--- config.mk ---
export PLATFORM = sky130hd
export DESIGN_NAME = cpred_update
export DESIGN_NICKNAME = d
export VERILOG_FILES = /design/src/sv/cpred_pkg.sv /design/src/sv/cpred_update.sv
export SDC_FILE = /design/constraint.sdc
export NUM_CORES = 1
export LEC_CHECK = 0
export BUFFER_PORTS_ARGS = -buffer_cell sky130_fd_sc_hd__buf_2
export CAP_MARGIN = 0
export CORE_MARGIN = 10
export CORE_UTILIZATION = 37
export DETAILED_ROUTE_END_ITERATION = 8
export MAX_ROUTING_LAYER = met4
export PLACE_DENSITY = 0.79
export SLEW_MARGIN = 20
export SYNTH_ARGS = -nofsm -noshare
export SYNTH_HDL_FRONTEND = slang
export SYNTH_SLANG_ARGS = --single-unit
--- constraint.sdc ---
create_clock -name vclk -period 2
set_clock_uncertainty 0.2 [all_clocks]
set_input_delay 0.2 -clock vclk [all_inputs]
set_output_delay 0.2 -clock vclk [all_outputs]
set_load 0.02 [all_outputs]
--- src/sv/cpred_pkg.sv ---
// Shared constants and helper functions for the correlating branch predictor.
`default_nettype none
package cpred_pkg;

	// Width of one saturating pattern counter
	localparam int unsigned CTR_BITS = 2;

	// Pattern counter limits and the taken threshold
	localparam logic [CTR_BITS-1:0] CTR_MAX = 2'd3;
	localparam logic [CTR_BITS-1:0] CTR_MIN = 2'd0;
	localparam logic [CTR_BITS-1:0] CTR_TAKEN_MIN = 2'd2;

	// Statistics counters stop at all ones
	localparam logic [31:0] STAT_MAX = 32'hFFFF_FFFF;

	// Step a 2-bit counter up on taken, down on not taken, saturating
	function automatic logic [CTR_BITS-1:0] ctr_step(input logic [CTR_BITS-1:0] ctr,
		input logic up);
		logic [CTR_BITS-1:0] res;
		res = ctr;
		if (up) begin
			if (ctr != CTR_MAX) res = ctr + 2'd1;
		end else begin
			if (ctr != CTR_MIN) res = ctr - 2'd1;
		end
		return res;
	endfunction

	// Saturating increment of a statistics counter
	function automatic logic [31:0] stat_inc(input logic [31:0] v);
		return (v == STAT_MAX) ? v : v + 32'd1;
	endfunction

endpackage
`default_nettype wire

--- src/sv/cpred_update.sv ---
// Counter select, prediction and entry update for one table entry.
`default_nettype none
module cpred_update #(
	parameter int unsigned HISTORY_BITS = 4
) (
	input  wire logic [2*(2**HISTORY_BITS)-1:0] entry,
	input  wire logic [HISTORY_BITS-1:0]        hist,
	input  wire logic                           taken,
	output logic                                pred,
	output logic      [2*(2**HISTORY_BITS)-1:0] entry_next
);

	localparam int unsigned LANES = 2 ** HISTORY_BITS;

	logic [cpred_pkg::CTR_BITS-1:0] ctr;
	logic [cpred_pkg::CTR_BITS-1:0] ctr_next;

	// Pick the counter for this history pattern
	always_comb begin
		ctr      = entry[{hist, 1'b0} +: cpred_pkg::CTR_BITS];
		pred     = (ctr >= cpred_pkg::CTR_TAKEN_MIN);
		ctr_next = cpred_pkg::ctr_step(ctr, taken);
	end

	// Rebuild the entry with only the selected counter replaced
	always_comb begin
		for (int i = 0; i < LANES; i++) begin
			entry_next[cpred_pkg::CTR_BITS*i +: cpred_pkg::CTR_BITS] =
				(hist == HISTORY_BITS'(i)) ? ctr_next
				: entry[cpred_pkg::CTR_BITS*i +: cpred_pkg::CTR_BITS];
		end
	end

endmodule
`default_nettype wire

==> run_summary.xml <==
<?xml version="1.0" encoding="UTF-8"?>
<metrics>
  <group name="final_layout">
    <metric name="syn_to_final_growth" unit="%">88.7</metric>
    <metric name="sequential_cell_total" unit="">0</metric>
    <metric name="num-fill-cells" unit="">188</metric>
    <metric name="nets" unit="">249</metric>
    <metric name="fin_area" unit="sq mm">0.00162</metric>
    <metric name="fraction_of_layout_cells_with_a_size_suffix_above_1" unit="%">60.0</metric>
    <metric name="antenna_cells" unit="">0</metric>
    <metric name="clock_buffer_count" unit="">0</metric>
    <metric name="register_area" unit="sq um">0</metric>
    <metric name="multi_input_comb_area" unit="sq um">957</metric>
  </group>
  <group name="setup_path">
    <metric name="path_class" unit="">input pin to primary output</metric>
    <metric name="cp-start-kind" unit="">input pin</metric>
    <metric name="cp_common_cell" unit="">buf_12</metric>
    <metric name="crit_arrival" unit="ns">1.78</metric>
    <metric name="endpoint_class_of_the_critical_path" unit="">primary output</metric>
    <metric name="critical-path-top-delay-family" unit="">multiplexers</metric>
    <metric name="crit_path_largest_cell_delay" unit="ns">0.51</metric>
    <metric name="timing.critical_path.buf_inv" unit="">3</metric>
    <metric name="timing.critical_path.fanout_max" unit="">8</metric>
    <metric name="worst-endpoint-required" unit="ns">1.60</metric>
    <metric name="crit_path_cell_trace" unit="">buf_12, mux4_2, mux2_4, a211oi_4, buf_12, o31ai_2, buf_4</metric>
    <metric name="timing.critical_path.slowest_stage_cell" unit="">mux4_2</metric>
  </group>
  <group name="logic_synthesis">
    <metric name="synth_area_per_cell" unit="sq um">6.69</metric>
    <metric name="synth.area.top_cells" unit="">nand2_1 (16%), o31ai_1 (16%), mux4_2 (16%)</metric>
    <metric name="synth.cells.most_frequent" unit="">nand2_1 (36), o31ai_1 (18), a21oi_1 (12), nor2_1 (10), o21ai_0 (8)</metric>
    <metric name="yosysTopAreaCellShare" unit="%">15.8</metric>
    <metric name="synth_cells" unit="">128</metric>
    <metric name="synth_nets" unit="">165</metric>
    <metric name="ys_types" unit="">25</metric>
    <metric name="synth-seq-area-share" unit="%">0</metric>
    <metric name="synth.most_common_cell" unit="">nand2_1</metric>
    <metric name="yosysWarnings" unit="">0</metric>
    <metric name="yosys.area.top_type" unit="">nand2_1</metric>
    <metric name="post_synth_instance_area" unit="sq um">856</metric>
  </group>
  <group name="drt">
    <metric name="drt_drc_violations_left" unit="">0</metric>
    <metric name="totalWireLength" unit="mm">4.28</metric>
    <metric name="vias" unit="">1362</metric>
    <metric name="drt_iter0_drc" unit="">104</metric>
    <metric name="dr.pass1.iters" unit="">4</metric>
    <metric name="route.detailed.vias_per_inst" unit="">5.72</metric>
    <metric name="wl_per_cell" unit="um">18.0</metric>
    <metric name="antenna_left" unit="">0</metric>
  </group>
  <group name="placed_design">
    <metric name="placed_cell_area" unit="sq mm">0.00136</metric>
    <metric name="dpl.hpwl" unit="mm">3.40</metric>
    <metric name="place.gp.congestion" unit="">0.855</metric>
    <metric name="placement.io_buffers" unit="">70</metric>
  </group>
  <group name="global_route">
    <metric name="globalRoute.totalOverflow" unit="">0</metric>
    <metric name="first_pass_grt_wire_length" unit="mm">6.58</metric>
    <metric name="groute.layer.met1.usage" unit="%">20.4</metric>
    <metric name="antenna_violations_before_repair" unit="">0</metric>
    <metric name="grt_util_all_layers" unit="%">17.3</metric>
    <metric name="first_global_vias" unit="">1467</metric>
    <metric name="gr-usage-met2" unit="%">31.2</metric>
    <metric name="grt_max_degree" unit="">17</metric>
    <metric name="grt.busiest_layer" unit="">met2</metric>
    <metric name="grt_use_met3" unit="%">2.61</metric>
  </group>
  <group name="sta">
    <metric name="finalHoldViolCount" unit="">0</metric>
    <metric name="whs" unit="ns">0.519</metric>
    <metric name="worst_pin_slew" unit="ns">0.303</metric>
    <metric name="rsz_0062_raised_after_global_routing" unit="">true</metric>
    <metric name="final_period_minus_worst_setup_slack" unit="ns">2.18</metric>
    <metric name="layout_setup_ws" unit="ns">-0.179</metric>
    <metric name="report.final.slew_viol_count" unit="">0</metric>
    <metric name="final.period_utilization" unit="%">109</metric>
    <metric name="clock.fmax" unit="MHz">459</metric>
    <metric name="setup_violations" unit="">33</metric>
    <metric name="maxSlewHeadroom" unit="%">79.8</metric>
  </group>
  <group name="floorplanning">
    <metric name="placement_row_count" unit="">17</metric>
    <metric name="floorplan.die.height" unit="um">68.1</metric>
    <metric name="die_area" unit="sq mm">0.00464</metric>
    <metric name="io_pins" unit="">70</metric>
    <metric name="core_area" unit="sq mm">0.00221</metric>
    <metric name="die_width" unit="um">68.1</metric>
    <metric name="initial_utilization" unit="%">38.7</metric>
  </group>
  <group name="power">
    <metric name="powerDensity" unit="mW/mm^2">319</metric>
    <metric name="max-vdd-ir-drop" unit="mV">0.181</metric>
    <metric name="leakage" unit="nW">0.788</metric>
  </group>
  <group name="status">
    <metric name="status" unit="">complete, but fails checks</metric>
    <metric name="violations" unit="">setup timing</metric>
  </group>
  <group name="job">
    <metric name="drv_cap" unit="">0</metric>
  </group>
  <group name="hold_path">
    <metric name="min_path_type" unit="">input pin to primary output</metric>
  </group>
  <group name="clock_network">
    <metric name="cts_hold_buf" unit="">0</metric>
  </group>
</metrics>
[power by group]
| part | switching (mW) | internal (mW) | leakage, nW |
|---|---|---|---|
| Clock | 0 | 0 | 0 |
| Sequential | 0 | 0 | 0 |
| Combinational | 0.279 | 0.236 | 0.788 |
| Total | 0.279 | 0.236 | 0.788 |
[per-layer routing]
layer  vias to the layer above  part of all wire (%)  routed length (um)
met5                         -                     0                   0
met2                        68                    52                2210
met3                         4                   7.4                 315
met4                         0                  0.58                  25
li1                        641                     -                   -
met1                       649                    40                1720
[repair_timing]
action                                  4_1_cts  5_1_grt
pin swaps                                    12       10
resized for setup                            42       22
buffers inserted                              4        0
endpoints found under the setup margin       33       33
[placed cells by master (no fill, tap or decap), types with 3 or more instances in the layout]
cell type / synthesis / routed
o31ai_1: 18 / 9
nor2_1: 10 / 10
nand3_1: 3 / 3
buf_12: 0 / 3
o31ai_2: 0 / 8
mux2i_1: 5 / 4
nand2_1: 36 / 36
a21oi_4: 0 / 4
buf_6: 2 / 13
o21ai_1: 0 / 8
a21oi_2: 0 / 8
mux4_2: 6 / 6
buf_4: 1 / 21
nor2b_1: 4 / 4
buf_2: 2 / 51
mux2_4: 1 / 4
and2_1: 3 / 3
[cell type report]
type                       instances  share of cell area (%)
multi-input combinational        121                    59.3
inverter                           1                   0.232
timing repair buffer              88                    38.3
tap                               28                    2.17
[final timing paths]
check | from | to | slack [ns] | cells past startpoint
max | hist[1] | entry_next[4] | -0.18 | 7
min | entry[18] | entry_next[18] | 0.52 | 4
[logic make-up after synthesis]
group | after synthesis | share of synthesized area (%)
AOI/OAI and AO/OA | 46 | 37.1
buffers and inverters | 7 | 5.55
muxes | 15 | 27.3
and+or+nand+nor | 60 | 30.0
[stage by stage]
| step | instances | setup WS (ns) | setup TNS [ns] | util, % | power (mW) |
|---|---|---|---|---|---|
| final | 238 | -0.179 | -4.74 | 73.0 | 0.515 |
| after global placement | 234 | -0.279 | -8.13 | 61.5 | 0.407 |
| after global routing | 238 | -0.231 | -6.21 | 73.0 | 0.546 |
| after CTS | 238 | -0.202 | -4.67 | 69.6 | 0.483 |
| after detailed placement | 234 | -0.323 | -9.45 | 61.5 | 0.420 |
| after floorplan | 128 | -0.138 | -1.84 | - | 0.258 |
No activity file was read; power rests on OpenSTA's default activity.
